File: config.mk
export PLATFORM = sky130hd
export DESIGN_NAME = cartridge_header_decoder_core
export DESIGN_NICKNAME = d
export VERILOG_FILES = /design/src/rtl/chd_pkg.sv /design/src/rtl/cartridge_header_decoder_core.sv
export VERILOG_INCLUDE_DIRS = /design/src /design/src/rtl
export SDC_FILE = /design/constraint.sdc
export NUM_CORES = 1
export LEC_CHECK = 0
export ABC_AREA = 1
export BUFFER_PORTS_ARGS = -buffer_cell sky130_fd_sc_hd__buf_2
export CORE_MARGIN = 8
export CORE_UTILIZATION = 50
export CTS_CLUSTER_DIAMETER = 40
export DETAILED_ROUTE_END_ITERATION = 8
export PLACE_DENSITY_LB_ADDON = 0.08
export SETUP_SLACK_MARGIN = 0.05
export SLEW_MARGIN = 10
export SYNTH_ARGS = -nofsm -noshare
export SYNTH_HDL_FRONTEND = slang
export SYNTH_SLANG_ARGS = --single-unit
File: constraint.sdc
create_clock -name clock -period 8.3 [get_ports clock]
set_input_delay 0.83 -clock clock [delete_from_list [all_inputs] [get_ports clock]]
set_output_delay 0.83 -clock clock [all_outputs]
set_load 0.005 [all_outputs]
File: src/rtl/cartridge_header_decoder_core_defines.svh
// assertion macros shared by the cartridge header decoder rtl
`ifndef CARTRIDGE_HEADER_DECODER_CORE_DEFINES_SVH
`define CARTRIDGE_HEADER_DECODER_CORE_DEFINES_SVH

`ifndef SYNTHESIS
// antecedent implies consequent in the same cycle
`define CHD_ASSERT_SAME(lbl, clk, rst, ante, cons) \
   lbl: assert property (@(posedge clk) disable iff (rst) (ante) |-> (cons)) \
      else $error("cartridge header decoder: same-cycle check failed");
// antecedent implies consequent in the next cycle
`define CHD_ASSERT_NEXT(lbl, clk, rst, ante, cons) \
   lbl: assert property (@(posedge clk) disable iff (rst) (ante) |=> (cons)) \
      else $error("cartridge header decoder: next-cycle check failed");
`else
`define CHD_ASSERT_SAME(lbl, clk, rst, ante, cons)
`define CHD_ASSERT_NEXT(lbl, clk, rst, ante, cons)
`endif

`endif

File: src/rtl/chd_pkg.sv
`timescale 1ns / 1ps
`default_nettype none

package chd_pkg;

   // header positions, relative to image address 0x134
   localparam logic [4:0] OFS_COLOR   = 5'd15;
   localparam logic [4:0] OFS_SUPER   = 5'd18;
   localparam logic [4:0] OFS_TYPE    = 5'd19;
   localparam logic [4:0] OFS_ROM     = 5'd20;
   localparam logic [4:0] OFS_RAM     = 5'd21;
   localparam logic [4:0] OFS_VERSION = 5'd24;
   localparam logic [4:0] OFS_END     = 5'd26;

   // mapper class codes
   localparam logic [2:0] CLASS_NONE        = 3'd0;
   localparam logic [2:0] CLASS_MBC1        = 3'd1;
   localparam logic [2:0] CLASS_MBC1_MULTI  = 3'd2;
   localparam logic [2:0] CLASS_MBC2        = 3'd3;
   localparam logic [2:0] CLASS_MBC3        = 3'd4;
   localparam logic [2:0] CLASS_MBC5        = 3'd5;
   localparam logic [2:0] CLASS_UNSUPPORTED = 3'd6;

   // special type and flag codes
   localparam logic [7:0] TYPE_NONE      = 8'h00;
   localparam logic [7:0] TYPE_MBC1      = 8'h01;
   localparam logic [7:0] TYPE_MBC1_ALT  = 8'hEA;
   localparam logic [7:0] TYPE_CLOCK_LO  = 8'h0F;
   localparam logic [7:0] TYPE_CLOCK_HI  = 8'h10;
   localparam logic [7:0] TYPE_RUMBLE_LO = 8'h1C;
   localparam logic [7:0] TYPE_RUMBLE_HI = 8'h1E;
   localparam logic [7:0] COLOR_COMPAT   = 8'h80;
   localparam logic [7:0] COLOR_ONLY     = 8'hC0;
   localparam logic [7:0] SUPER_ENABLE   = 8'h03;
   localparam logic [7:0] CHECK_BIAS     = 8'd25;

   // ram size codes
   localparam logic [7:0] RAM_CODE_NONE = 8'h00;
   localparam logic [7:0] RAM_CODE_2K   = 8'h01;
   localparam logic [7:0] RAM_CODE_8K   = 8'h02;
   localparam logic [7:0] RAM_CODE_128K = 8'h04;

   // bank geometry
   localparam int unsigned BANK_SHIFT       = 14;
   localparam logic [9:0]  ROM_BANKS_MULTI  = 10'd64;
   localparam logic [9:0]  ROM_BANKS_RESET  = 10'd2;

   typedef struct packed {
      logic [4:0] header_offset;
      logic [7:0] header_byte;
      logic       last;
   } req_type;

   typedef struct packed {
      logic [2:0] mapper_class;
      logic       has_battery;
      logic       has_clock;
      logic       has_rumble;
      logic       color_supported;
      logic       super_supported;
      logic [4:0] ram_banks;
      logic [9:0] rom_banks;
      logic       header_valid;
      logic [7:0] rom_size_code;
      logic [7:0] ram_size_code;
      logic [7:0] version_number;
   } rsp_type;

   // mapper class from an effective type code
   function automatic logic [2:0] class_of(input logic [7:0] t);
      logic [2:0] c;
      case (t)
         8'h00, 8'h08, 8'h09:                      c = CLASS_NONE;
         8'h01, 8'h02, 8'h03, 8'hEA, 8'hFF:        c = CLASS_MBC1;
         8'h05, 8'h06:                             c = CLASS_MBC2;
         8'h0F, 8'h10, 8'h11, 8'h12, 8'h13, 8'hFC: c = CLASS_MBC3;
         8'h19, 8'h1A, 8'h1B, 8'h1C, 8'h1D, 8'h1E: c = CLASS_MBC5;
         default:                                  c = CLASS_UNSUPPORTED;
      endcase
      return c;
   endfunction

   // battery-backed type codes
   function automatic logic battery_of(input logic [7:0] t);
      logic b;
      case (t)
         8'h03, 8'h06, 8'h09, 8'h0D, 8'h0F, 8'h10, 8'h13,
         8'h17, 8'h1B, 8'h1E, 8'h22, 8'hFD, 8'hFF: b = 1'b1;
         default:                                  b = 1'b0;
      endcase
      return b;
   endfunction

   // power-of-two ceiling of a 16 KiB bank count, clamped to 2..512
   function automatic logic [9:0] bank_ceil(input logic [9:0] n);
      logic [9:0] p;
      p = 10'd512;
      for (int k = 8; k >= 1; k--) begin
         if (n <= (10'd1 << k)) begin
            p = 10'd1 << k;
         end
      end
      return p;
   endfunction

endpackage

`default_nettype wire

File: src/rtl/cartridge_header_decoder_core.sv
// rsp holds a result in the cycle after its last-marked byte; rate is one header
// byte per cycle while req_ready is high, set by the single sum and capture stage
// a byte is taken while a result waits, as long as the result register drains
// reset (synchronous, active high) clears the sum and captured bytes, empties
// the result register and sets the image size to 32 KiB (two rom banks)
`timescale 1ns / 1ps
`default_nettype none
`include "cartridge_header_decoder_core_defines.svh"

module cartridge_header_decoder_core
   import chd_pkg::*;
(
   input  wire logic        clock,
   input  wire logic        reset,
   input  wire logic        req_valid,
   output logic             req_ready,
   input  wire req_type     req_payload,
   output logic             rsp_valid,
   input  wire logic        rsp_ready,
   output rsp_type          rsp_payload,
   input  wire logic        csr_valid,
   output logic             csr_ready,
   input  wire logic [23:0] csr_data
);

   logic [7:0] sum_ff,     sum_in;
   logic [7:0] color_ff,   color_in;
   logic [7:0] super_ff,   super_in;
   logic [7:0] type_ff,    type_in;
   logic [7:0] rom_ff,     rom_in;
   logic [7:0] ram_ff,     ram_in;
   logic [7:0] version_ff, version_in;
   logic [9:0] rom_banks_ff, rom_banks_in;
   logic       rsp_valid_ff, rsp_valid_in;
   rsp_type    rsp_data_ff, rsp_data_in;

   logic       req_fire;
   logic       in_range;
   logic [7:0] eff_type;
   logic [2:0] base_class;
   logic [4:0] ram_banks;
   logic [7:0] check_sum;

   // handshakes
   assign req_ready = !rsp_valid_ff || rsp_ready;
   assign req_fire  = req_valid && req_ready;
   assign csr_ready = 1'b1;
   assign rsp_valid   = rsp_valid_ff;
   assign rsp_payload = rsp_data_ff;

   // bank count follows the image size, worked out when it is written
   always_comb begin
      rom_banks_in = rom_banks_ff;
      if (csr_valid) begin
         rom_banks_in = bank_ceil(csr_data[23:BANK_SHIFT]);
      end
   end

   // running sum and byte captures, including the byte now transferred
   always_comb begin
      in_range   = req_payload.header_offset < OFS_END;
      sum_in     = sum_ff;
      color_in   = color_ff;
      super_in   = super_ff;
      type_in    = type_ff;
      rom_in     = rom_ff;
      ram_in     = ram_ff;
      version_in = version_ff;
      if (req_fire && in_range) begin
         sum_in = sum_ff + req_payload.header_byte;
         case (req_payload.header_offset)
            OFS_COLOR:   color_in   = req_payload.header_byte;
            OFS_SUPER:   super_in   = req_payload.header_byte;
            OFS_TYPE:    type_in    = req_payload.header_byte;
            OFS_ROM:     rom_in     = req_payload.header_byte;
            OFS_RAM:     ram_in     = req_payload.header_byte;
            OFS_VERSION: version_in = req_payload.header_byte;
            default:     ;
         endcase
      end
   end

   // decode of the completed header
   always_comb begin
      eff_type = type_in;
      if (type_in != TYPE_MBC1_ALT && rom_in == 8'h00) begin
         eff_type = TYPE_NONE;
      end
      base_class = class_of(eff_type);

      case (ram_in)
         RAM_CODE_NONE: ram_banks = (base_class == CLASS_MBC2) ? 5'd1 : 5'd0;
         RAM_CODE_2K:   ram_banks = 5'd1;
         RAM_CODE_8K:   ram_banks = 5'd1;
         RAM_CODE_128K: ram_banks = 5'd16;
         default:       ram_banks = 5'd4;
      endcase

      check_sum = sum_in + CHECK_BIAS;

      rsp_data_in.mapper_class    = base_class;
      if (base_class == CLASS_MBC1 && type_in == TYPE_MBC1 && ram_in == RAM_CODE_NONE &&
          rom_banks_ff == ROM_BANKS_MULTI) begin
         rsp_data_in.mapper_class = CLASS_MBC1_MULTI;
      end
      rsp_data_in.has_battery     = battery_of(eff_type);
      rsp_data_in.has_clock       = (eff_type == TYPE_CLOCK_LO) || (eff_type == TYPE_CLOCK_HI);
      rsp_data_in.has_rumble      = (eff_type >= TYPE_RUMBLE_LO) &&
                                    (eff_type <= TYPE_RUMBLE_HI);
      rsp_data_in.color_supported = (color_in == COLOR_COMPAT) || (color_in == COLOR_ONLY);
      rsp_data_in.super_supported = (super_in == SUPER_ENABLE);
      rsp_data_in.ram_banks       = ram_banks;
      rsp_data_in.rom_banks       = rom_banks_ff;
      rsp_data_in.header_valid    = (check_sum == 8'h00);
      rsp_data_in.rom_size_code   = rom_in;
      rsp_data_in.ram_size_code   = ram_in;
      rsp_data_in.version_number  = version_in;
   end

   // result register occupancy
   always_comb begin
      rsp_valid_in = rsp_valid_ff;
      if (req_fire && req_payload.last) begin
         rsp_valid_in = 1'b1;
      end else if (rsp_ready) begin
         rsp_valid_in = 1'b0;
      end
   end

   // control and header state
   always_ff @(posedge clock) begin
      if (reset) begin
         sum_ff       <= '0;
         color_ff     <= '0;
         super_ff     <= '0;
         type_ff      <= '0;
         rom_ff       <= '0;
         ram_ff       <= '0;
         version_ff   <= '0;
         rom_banks_ff <= ROM_BANKS_RESET;
         rsp_valid_ff <= 1'b0;
      end else begin
         rom_banks_ff <= rom_banks_in;
         rsp_valid_ff <= rsp_valid_in;
         if (req_fire && req_payload.last) begin
            sum_ff     <= '0;
            color_ff   <= '0;
            super_ff   <= '0;
            type_ff    <= '0;
            rom_ff     <= '0;
            ram_ff     <= '0;
            version_ff <= '0;
         end else begin
            sum_ff     <= sum_in;
            color_ff   <= color_in;
            super_ff   <= super_in;
            type_ff    <= type_in;
            rom_ff     <= rom_in;
            ram_ff     <= ram_in;
            version_ff <= version_in;
         end
      end
   end

   // result payload
   always_ff @(posedge clock) begin
      if (req_fire && req_payload.last) begin
         rsp_data_ff <= rsp_data_in;
      end
   end

   // checks
   `CHD_ASSERT_NEXT(a_last_gives_result, clock, reset, req_fire && req_payload.last, rsp_valid_ff)
   `CHD_ASSERT_NEXT(a_last_clears_sum, clock, reset, req_fire && req_payload.last, sum_ff == 8'h00)
   `CHD_ASSERT_SAME(a_stall_only_when_full, clock, reset, !req_ready, rsp_valid_ff && !rsp_ready)
   `CHD_ASSERT_SAME(a_banks_pow2, clock, reset, 1'b1, $onehot(rom_banks_ff) && !rom_banks_ff[0])
   `CHD_ASSERT_SAME(a_result_from_last, clock, reset, $rose(rsp_valid_ff), $past(req_fire && req_payload.last))

endmodule

`default_nettype wire

# Word level (Yosys, flattened, before mapping)
# Index checks and enable logic that the tools add are counted.
# classes
addsub	2
magnitude_cmp	11
eq_ne	42
muxes	28
n_reduce_logical	25
# ops
op	n
$mux 8	14
$eq 8x5->1 const B	11
$mux 10	8
$eq 8x8->1 const B	6
$eq 8x2->1 const B	4
$eq 8x4->1 const B	4
$logic_not 8->1	4
$eq 5x5->1 const B	5
$eq 8x1->1 const B	3
$eq 8x3->1 const B	3
$pmux 3 s5	1
$pmux 5 s3	1
$reduce_or 13->1	1
$reduce_or 6->1	2
$eq 10x7->1 const B	1
$le 10x2->1 const B	1
$le 10x3->1 const B	1
$le 10x4->1 const B	1
$le 10x5->1 const B	1
$le 10x6->1 const B	1
$le 10x7->1 const B	1
$le 10x8->1 const B	1
$le 10x9->1 const B	1
$add 8x5->8 const B	1
17 further kinds	31
# totals
register_bits	115
in_bits	43

# Depth between registers and ports, before layout
# Gate-level depths: netlist (run 1).
# logic_depth
depth_word	15
mapped_depth	20
ltp_nobuf	19

# Worst setup path before layout (run 1)
# No wires, ideal clock.
# synth_timing
path_kind	input -> register
start	input rsp_ready
end	register rsp_data_ff, in the netlist rsp_payload[0], enable pin
setup_ps	447
arrival_ps	2920
t_required_ps	7853
setup_slack_ps	4933
cell_stages	4
path_cell_list	inv_1 > nand2_2 > nand2_2 > nor2_1
# synth_between
elab_chain_cells	3
# synth_rtl
item	line	text
from (decl)	cartridge_header_decoder_core.sv:19	input wire logic rsp_ready,
$logic_or 1x1->1	cartridge_header_decoder_core.sv:45	assign req_ready = !rsp_valid_ff || rsp_ready;
net req_ready	cartridge_header_decoder_core.sv:16	output logic req_ready,
$logic_and 1x1->1	cartridge_header_decoder_core.sv:46	assign req_fire = req_valid && req_ready;
$logic_and 1x1->1	cartridge_header_decoder_core.sv:167	if (req_fire && req_payload.last) begin
to (signal assigned)	cartridge_header_decoder_core.sv:168	rsp_data_ff <= rsp_data_in;
to (decl)	cartridge_header_decoder_core.sv:35	rsp_type rsp_data_ff, rsp_data_in;
# The timed path passes the listed nets, and every way through them passes these cells.
# A chain may end at the register's enable or synchronous reset.

# Worst setup path in the final report (run 1)
# layout_timing
start	input rsp_ready
end	register rsp_data_ff, in the netlist rsp_payload[46], data pin
# layout_between
elab_chain_cells	14
elab_cells_between_ends	44
# layout_rtl
item	line	text
$logic_or 1x1->1 (*)	cartridge_header_decoder_core.sv:45	
$logic_and 1x1->1 (*)	cartridge_header_decoder_core.sv:46	
$logic_and 1x1->1 (*)	cartridge_header_decoder_core.sv:69	if (req_fire && in_range) begin
$mux 8 (*)	cartridge_header_decoder_core.sv:69	
net rom_in[6]	cartridge_header_decoder_core.sv:30	logic [7:0] rom_ff, rom_in;
$logic_not 8->1 (*)	cartridge_header_decoder_core.sv:86	if (type_in != TYPE_MBC1_ALT && rom_in == 8'h00) begin
$logic_and 1x1->1 (*)	cartridge_header_decoder_core.sv:86	
$mux 8 (*)	cartridge_header_decoder_core.sv:86	
$eq 8x5->1, or another cell as far along	chd_pkg.sv:72	case (t)
$reduce_or 6->1, or another cell as far along	chd_pkg.sv:72	
$pmux 3 s5 (*)	chd_pkg.sv:72	
$eq 3x1->1	cartridge_header_decoder_core.sv:102	if (base_class == CLASS_MBC1 && type_in == TYPE_MBC1 && ram_in == RAM_CODE_NONE &&
$logic_and 1x1->1 (3 in series)	cartridge_header_decoder_core.sv:102	
# The timed path passes the listed nets; every way through them passes the cells marked *.

==> run metrics, run 1 <==
ANT nets after route 0; CP endpoint kind register; Root Driver clkbuf_8; GPL Wtd Cong 0.904; TritonCTS clock tree done; gr usage total 16.2%; layout cells sized above 1 18.4%; RR Startpoint rsp_valid$_SDFFE_PP0P_; HP Class reg2reg; R2R Setup Slk 5.05 ns; largest family of logic cells by synthesized area simple AND/OR/NAND/NOR gates; post-synthesis simple-gate area fraction 26.3%; multiplexer area fraction after synthesis 1.19%; Setup TNS 0 ns; post-synth top area share 26.7%; layout overhead on the synthesized area 13.4%; Critical Path AT 3.60 ns; Detailed Route WL 10800 um; metal2 WL 5060 um; First-pass DRT Iterations 4; worst vdd ir 0.000113 V; TritonCTS Buffers 9; initial detailed-routing violation count 206; WP depth 20; top cells by area in the synthesized netlist edfxtp_1 (27%), dfxtp_1 (26%), nand2_1 (8.5%); Clock power frac 33.5%; Placed Area 5530 um^2; Vias/cell 4.99; flops & latches, synth 110; Hold Buf Count CTS 0; Layout Cells excl Fill 819; CTS clk-pin slew, worst paths 0.10 ns; max incr delay on CP 0.67 ns; Routed wire per std cell 13.1 um; crit path kind in2reg; final hold violation count 0; most common cell after layout, fill and taps aside nand2_1; fraction of registers with async set/reset 0%; core area 9820 um^2; Power per Cell Area 176 nW/um^2; # DRC 0; Setup Skew 0.0145 ns; critical path's top delay family simple AND/OR/NAND/NOR gates; largest net degree at the start of global routing 56; total gr overflow 0; CTS Sinks 110; DP HPWL 7680 um; crit start category input port; status complete, no violations; Synth area leader edfxtp_1; Max Root-Sink Buffers 2; most frequent cells in the layout nand2_1 (115), nor2_1 (92), inv_1 (84); top sig layer met4; post-synthesis sequential area ratio 52.3%; post-synthesis compound-gate area fraction 8.59%; Buf+Inv Stages, Crit Path 3; relative slew slack 45.1%; port bufs 75; main flop type after synthesis dfxtp_1; I/O pin cnt 94; Post-Syn Instances 612; die width 117 um; Reg power frac 57.4%; Req. time, crit path 8.42 ns; Pint 0.765 mW; clk_lat worst skew 0.37 ns; met3 routed wirelength 565 um; NetSw 0.247 mW; slowest CP cell nor2_4; RSZ-0062 raised after global routing no; post-synthesis adder-cell area fraction 2.12%; number of flops mapped to enable cells by yosys 45; Worst Reg-to-Reg Cells 18; Critical R2R Capture rsp_payload[46]$_SDFFCE_PP1P_; crit-path max FO 31; Ant. Diodes 0; Post-Place Cells 804; crit path cell chain buf_2, inv_1, nand2_2, nand2_2, nor2_4, nand2_4, nand2_1, nand2_1, nor2_1, nand2_1, nor2_2, nand2_4, o21ai_2, inv_1, nor2_1, nand2_1, nand2_1, nor2_1, nand4_1, nand3_1; maximum clock frequency 287 MHz; Initial Utilization 51.6%; final setup fails 0; Resized Gates After CTS 0; Avg Inst Size Synth 8.28 um^2; Leakage 2.78 nW; Cell Rows 36; number of global-route vias before repair 3793; Metal-1 WL 4970 um; Max Slew Vio Count 0; final period utilization 41.9%; count of cell types in the netlist 41; Setup crit start rsp_ready; Worst Setup EP rsp_payload[46]$_SDFFCE_PP1P_; H-tree depth 3; Post-Synth XOR/XNOR Area 0.519%; switch share 24.4%; Die ar. 13600 um^2; Yosys warning count 0; postcts setup bufs 0; slew at the pin with the worst max-slew slack 0.822 ns; via count 4085; max_cap viols 0; Comb pwr share 9.1%; post-layout minimum cycle time 3.48 ns; critical path's most frequent cell nand2_1; design area 5750 um^2; first-pass GRT wire length 17300 um; Die Y 117 um; # nets final 733; synthesized cell area 5070 um^2; initial antenna violation count 0
worst min-delay path by stage:
stage	start	end	slack [ns]	cells after the start
after floorplan	rom_banks_ff[6]$_SDFFE_PP0P_	rsp_payload[31]$_DFFE_PP_	0.42	0
after global placement	rom_banks_ff[6]$_SDFFE_PP0P_	rsp_payload[31]$_DFFE_PP_	0.44	0
after detailed placement	rom_banks_ff[2]$_SDFFE_PP0P_	rsp_payload[27]$_DFFE_PP_	0.45	0
after CTS	rom_ff[1]$_SDFF_PP0_	rom_ff[1]$_SDFF_PP0_	0.48	2
after global routing	rom_banks_ff[7]$_SDFFE_PP0P_	rsp_payload[32]$_DFFE_PP_	0.49	0
final	rom_banks_ff[2]$_SDFFE_PP0P_	rsp_payload[27]$_DFFE_PP_	0.47	0
worst register-to-register path, delay by kind of cell (launching register included):
| family | cells | cell delay [ns] |
|---|---|---|
| AO/OA/AOI/OAI | 1 | 0.17 |
| flip-flops | 1 | 0.33 |
| buffers and inverters | 1 | 0.11 |
| AND/OR/NAND/NOR | 16 | 2.41 |
power by group through the flow:
stage | sequential, mW | clock (mW) | combinational (mW)
CTS | 0.581 | 0.348 | 0.0934
global placement | 0.593 | 0 | 0.0908
global route | 0.583 | 0.364 | 0.104
finish | 0.581 | 0.338 | 0.0924
detailed placement | 0.593 | 0 | 0.0929
floorplan | 0.595 | 0 | 0.0581
cell usage after synthesis, types with 5 or more instances:
cell      number
nor2_1        93
nor4_1         5
inv_1         84
nand3_1       36
o21ai_0       31
edfxtp_1      45
nand2_1      115
a21oi_1       33
dfxtp_1       65
mux2i_1        6
nand2_2        5
nor2_2         5
nor3_1        12
ha_1           7
clkbuf_1      11
registers in the layout (all words and copies together) (netlist names):
register,count
rom_banks_ff,9
rsp_valid,1
rsp_payload,45
super_ff,8
version_ff,8
ram_ff,8
color_ff,7
type_ff,8
rom_ff,8
sum_ff,8
per-stage QoR:
stage               worst slack, ns  hold WS [ns]  utilization, %  power [mW]
CTS                            4.84         0.475            58.5        1.02
global route                   4.53         0.488            58.5        1.05
global placement               4.49         0.440            56.3       0.684
detailed placement             4.46         0.447            56.3       0.686
finish                         4.82         0.473            58.5        1.01
floorplan                      4.93         0.422               -       0.653
final cells by class:
class / instances / area, um^2
clock inverters: 5 / 63.8
clock buffers: 10 / 149
fillers: 934 / 4070
multi-input cells: 397 / 2000
flip-flops and latches: 110 / 2650
repair buffers: 77 / 390
well taps: 133 / 166
inverters: 87 / 327
routing by layer:
| layer | GRT usage, % | vias to the layer above |
|---|---|---|
| li1 | - | 2105 |
| met1 | 20.0 | 1860 |
| met2 | 27.5 | 103 |
| met3 | 2.84 | 17 |
| met4 | 6.40 | 0 |
| met5 | 0 | - |
kinds of logic (layout without fill, tap and decap cells):
| kind of cell | Yosys count | count (layout) |
|---|---|---|
| AOI/OAI and AO/OA | 79 | 79 |
| xor gates and xnor gates | 3 | 3 |
| adders and majority gates | 8 | 8 |
| buffers and inverters | 107 | 179 |
| DFF | 110 | 110 |
| muxes | 6 | 6 |
| other | 2 | 4 |
| and+or+nand+nor | 297 | 297 |
(Power assumes the default switching activity.)
==> run 2: changes to the inputs <==
clock period = 3.11 ns   (was 8.3 ns; I/O delays follow)
==> run 2 against run 1 <==
Cell area is 0.65% higher. Routed wire length is 2.2% higher. Sequential cell count stayed put. Cell count is 0.73% higher. Combinational power grew to 2.8 times the previous value. Critical path type is now reg2reg. Critical endpoint is now rsp_payload[45]$_SDFFCE_PP0P_. Largest cell class unchanged.
==> run metrics, run 2 (same netlist as run 1, synthesis figures left out) <==
CTS Sinks 110; # DRC 0; Root Driver clkbuf_8; Power per Cell Area 461 nW/um^2; GPL Wtd Cong 0.904; number of global-route vias before repair 3934; CTS clk-pin slew, worst paths 0.10 ns; HP Class in2reg; Die ar. 13600 um^2; crit start category register; I/O pin cnt 94; CP endpoint kind register; Finished Core Util 58.9%; Cell Rows 36; most common cell after layout, fill and taps aside nand2_1; ANT nets after route 0; Ant. Diodes 0; worst vdd ir 0.000198 V; crit-path max FO 16; Layout Cells excl Fill 825; Initial Utilization 51.6%; layout cells sized above 1 18.8%; Post-Place Cells 807; max_cap viols 0; final period utilization 90.7%; TritonCTS Buffers 9; H-tree depth 3; slew at the pin with the worst max-slew slack 0.589 ns; Setup Skew 0.0113 ns; Leakage 2.81 nW; total gr overflow 0; Routed wire per std cell 13.3 um; relative slew slack 60.7%; largest net degree at the start of global routing 56; first-pass GRT wire length 18300 um; clk_lat worst skew 0.37 ns; maximum clock frequency 354 MHz; die width 117 um; post-layout minimum cycle time 2.82 ns; DP HPWL 8010 um; Detailed Route WL 11000 um; Hold Slack 0.209 ns; layout overhead on the synthesized area 14.1%; crit path kind reg2reg; Max Slew Vio Count 0; via count 4131; # nets final 738; Setup TNS 0 ns; final setup fails 0; initial antenna violation count 0; Req. time, crit path 3.23 ns; core area 9820 um^2; gr usage total 17.0%; Max Root-Sink Buffers 2; final hold violation count 0; Tot Pwr 2.66 mW; Critical Path AT 2.94 ns; First-pass DRT Iterations 5; status complete, no violations; RSZ-0062 raised after global routing no; initial detailed-routing violation count 205; Largest register FFs 45; most frequent cells in the layout nand2_1 (115), nor2_1 (92), inv_1 (84); TritonCTS clock tree done; port bufs 75; Vias/cell 5.01; Die Y 117 um
## run 2: critical path: stages (launching register included)
cell,delay (ns)
dfxtp_1,0.33
nand2_2,0.09
nand2_2,0.16
nor2_4,0.26
buf_4,0.18
nand3_1,0.06
nand2_1,0.14
nand2_1,0.10
nor2_1,0.12
nand2_2,0.10
nand2_4,0.18
nand3_2,0.14
inv_1,0.10
nand3_1,0.07
nor2_1,0.20
nand4_1,0.17
a21boi_1,0.17
## run 2: through the flow
| stage | cell area (um^2) | worst slack [ns] |
|---|---|---|
| after global routing | 5780 | 0.0584 |
| after CTS | 5770 | 0.255 |
| final | 5780 | 0.289 |
| after global placement | 5570 | 0.222 |
| after detailed placement | 5570 | 0.170 |
| after floorplan | 5070 | 0.262 |
## run 2: area by class of cell
cell class	instances	area [um^2]
Fill cell	932	4040
Sequential cell	110	2650
Multi-Input combinational cell	398	2000
Timing Repair Buffer	81	433
Inverter	87	327
Clock buffer	13	181
Tap cell	133	166
Clock inverter	3	20.0
## run 2: report_power, final
| group | switching, mW | internal [mW] | total [mW] | leakage [nW] |
|---|---|---|---|---|
| Sequential | 0.0132 | 1.54 | 1.55 | 0.952 |
| Clock | 0.465 | 0.392 | 0.857 | 0.105 |
| Combinational | 0.169 | 0.0874 | 0.256 | 1.75 |
## run 2: final timing paths
check                                                   from                            end  slack [ns]  depth (start not counted)
worst min register to register  rom_banks_ff[3]$_SDFFE_PP0P_      rsp_payload[28]$_DFFE_PP_        0.47                          0
worst max register to register        rsp_valid$_SDFFE_PP0P_  rsp_payload[45]$_SDFFCE_PP0P_        0.29                         16
worst min-delay path                                   reset   rom_banks_ff[5]$_SDFFE_PP0P_        0.21                          2
worst max-delay path                  rsp_valid$_SDFFE_PP0P_  rsp_payload[45]$_SDFFCE_PP0P_        0.29                         16
## run 2: timing repair
action                     4_1_cts  5_1_grt
setup endpoints to repair        0        3
hold buffers                     0        0
gates resized for setup          0        1
buffers inserted                 0        1
## run 2: routing by layer
layer / routed length, um / up-vias / track usage (%)
li1: - / 2125 / -
met1: 4980 / 1887 / 21.4
met2: 5220 / 105 / 28.5
met3: 635 / 14 / 3.36
met4: 165 / 0 / 6.14
met5: 0 / - / 0
==> run 3: changes to the inputs <==
clock period = 3.42 ns   (was 3.11 ns; I/O delays follow)
==> run 3 against run 2 <==
Global-route usage barely moved. Utilization fell by 0.051 points. Total power fell by 6.7%. Fmax fell by 3.2%. Die area did not move. Routed wire length fell by 2.3%. First-iteration DRC count rose by 2.4%. Setup slack improved by 0.22 ns. Clock power fell by 0.8%. Cell area barely moved. Combinational power fell by 11%.
==> run metrics, run 3 (same netlist as run 1, synthesis figures left out) <==
status complete, no violations; Comb pwr share 9.1%; H-tree depth 3; number of global-route vias before repair 3975; final setup margin 0.505 ns; hold path endpoint rom_banks_ff[7]$_SDFFE_PP0P_; postcts setup bufs 0; port bufs 75; gr usage total 17.0%; max_cap viols 0; TritonCTS Buffers 9; Critical R2R Capture rsp_payload[47]$_SDFFCE_PP0P_; Die Y 117 um; Reg power frac 56.7%; relative slew slack 61.4%; Largest register FFs 45; Root Driver clkbuf_8; CTS Sinks 110; via count 4080; # nets final 736; final setup fails 0; Req. time, crit path 3.54 ns; DP HPWL 7840 um; Hold Slack 0.242 ns; # DRC 0; Initial Utilization 51.6%; critical path's top delay family simple AND/OR/NAND/NOR gates; most common cell after layout, fill and taps aside nand2_1; Setup Skew 0.00919 ns; Post-Place Cells 807; clk_lat worst skew 0.37 ns; initial antenna violation count 0; layout overhead on the synthesized area 14.0%; Ant. Diodes 0; Clock power frac 34.2%; Vias/cell 4.96; NetSw 0.583 mW; CTS clk-pin slew, worst paths 0.09 ns; Power per Cell Area 430 nW/um^2; slew at the pin with the worst max-slew slack 0.579 ns; Hold Buf Count CTS 0; Cell Rows 36; First-pass DRT Iterations 4; GPL Wtd Cong 0.909; RSZ-0062 raised after global routing no; layout cells sized above 1 18.7%; Routed wire per std cell 13.0 um; core area 9820 um^2; max incr delay on CP 0.38 ns; crit-path max FO 16; total gr overflow 0; HP Class in2reg; pre-CTS setup slack 0.370 ns; Pint 1.90 mW; Max Slew Vio Count 0; Buf+Inv Stages, Crit Path 1; crit path kind reg2reg; largest net degree at the start of global routing 56; critical path's most frequent cell nand2_1; R2R Setup Slk 0.50 ns; most frequent cells in the layout nand2_1 (115), nor2_1 (92), inv_1 (84); Worst Min Path Start reset; CP endpoint kind register; crit start category register; I/O pin cnt 94; final period utilization 85.2%; Leakage 2.80 nW; switch share 23.4%; Detailed Route WL 10700 um; Max Root-Sink Buffers 2; RR Startpoint rsp_valid$_SDFFE_PP0P_; Critical Path AT 3.04 ns; maximum clock frequency 343 MHz; hold depth 2; worst vdd ir 0.000184 V; slowest CP cell nor2_4; Layout Cells excl Fill 823; initial detailed-routing violation count 210; Worst Reg-to-Reg Cells 18; ANT nets after route 0; post-layout minimum cycle time 2.92 ns; crit path cell chain nand2_2, nand2_2, nor2_4, nand2_4, nand2_1, nand2_1, nor2_1, nand2_1, nor2_2, nand2_4, o21ai_2, inv_1, nor2_1, nand2_1, nand2_1, nor2_1, nand4_1, nand3_1; Setup TNS 0 ns; Die ar. 13600 um^2; Resized Gates After CTS 0; first-pass GRT wire length 18200 um; TritonCTS clock tree done; final hold violation count 0; die width 117 um; # fillers 934
[run 3: cell types whose count changed in the layout (fill, tap and decap cells not counted), sizes merged]
cell	delta
clkinvlp	+1
inv	-2
clkbuf	-3
bufinv	+2
nor2	-1
buf	-1
clkinv	+2
[run 3: power by group through the flow]
stage / Clock (mW) / Sequential (mW) / Combinational, mW
4_1_cts: 0.879 / 1.41 / 0.230
3_3_place_gp: 0 / 1.44 / 0.223
6_report: 0.850 / 1.41 / 0.227
3_5_place_dp: 0 / 1.44 / 0.228
5_1_grt: 0.920 / 1.41 / 0.259
2_1_floorplan: 0 / 1.44 / 0.141
[run 3: worst max-delay path by stage]
stage | to | from | cells past startpoint
floorplan | rsp_payload[0]$_DFFE_PP_ | rsp_ready | 4
global placement | rsp_payload[46]$_SDFFCE_PP1P_ | rsp_ready | 20
detailed placement | rsp_payload[47]$_SDFFCE_PP0P_ | rsp_ready | 20
CTS | rsp_payload[47]$_SDFFCE_PP0P_ | rsp_valid$_SDFFE_PP0P_ | 18
global route | rsp_payload[46]$_SDFFCE_PP1P_ | rsp_valid$_SDFFE_PP0P_ | 18
finish | rsp_payload[47]$_SDFFCE_PP0P_ | rsp_valid$_SDFFE_PP0P_ | 18
[run 3: stage by stage]
| stage | instance area, um^2 | utilization (%) | total power [mW] |
|---|---|---|---|
| floorplan | 5070 | - | 1.58 |
| global placement | 5560 | 56.6 | 1.66 |
| detailed placement | 5560 | 56.6 | 1.67 |
| CTS | 5780 | 58.8 | 2.52 |
| global route | 5780 | 58.8 | 2.59 |
| finish | 5780 | 58.8 | 2.49 |
[run 3: per-layer routing]
| layer | vias to the layer above | share of wire, % | global-route usage [%] | wire (um) |
|---|---|---|---|---|
| met5 | - | 0 | 0 | 0 |
| met1 | 1853 | 46 | 20.6 | 4910 |
| met2 | 101 | 48 | 29.6 | 5140 |
| met3 | 12 | 4.8 | 2.64 | 516 |
| li1 | 2114 | - | - | - |
| met4 | 0 | 1.5 | 7.00 | 163 |
[run 3: area by class of cell]
class                      instances  area, um^2  share of cell area, %
multi-input combinational        397        2000                   34.6
inverter                          87         327                   5.65
clock buffer                      10         138                   2.38
sequential                       110        2650                   45.9
tap                              133         166                   2.88
clock inverter                     6        85.1                   1.47
timing repair buffer              80         413                   7.15
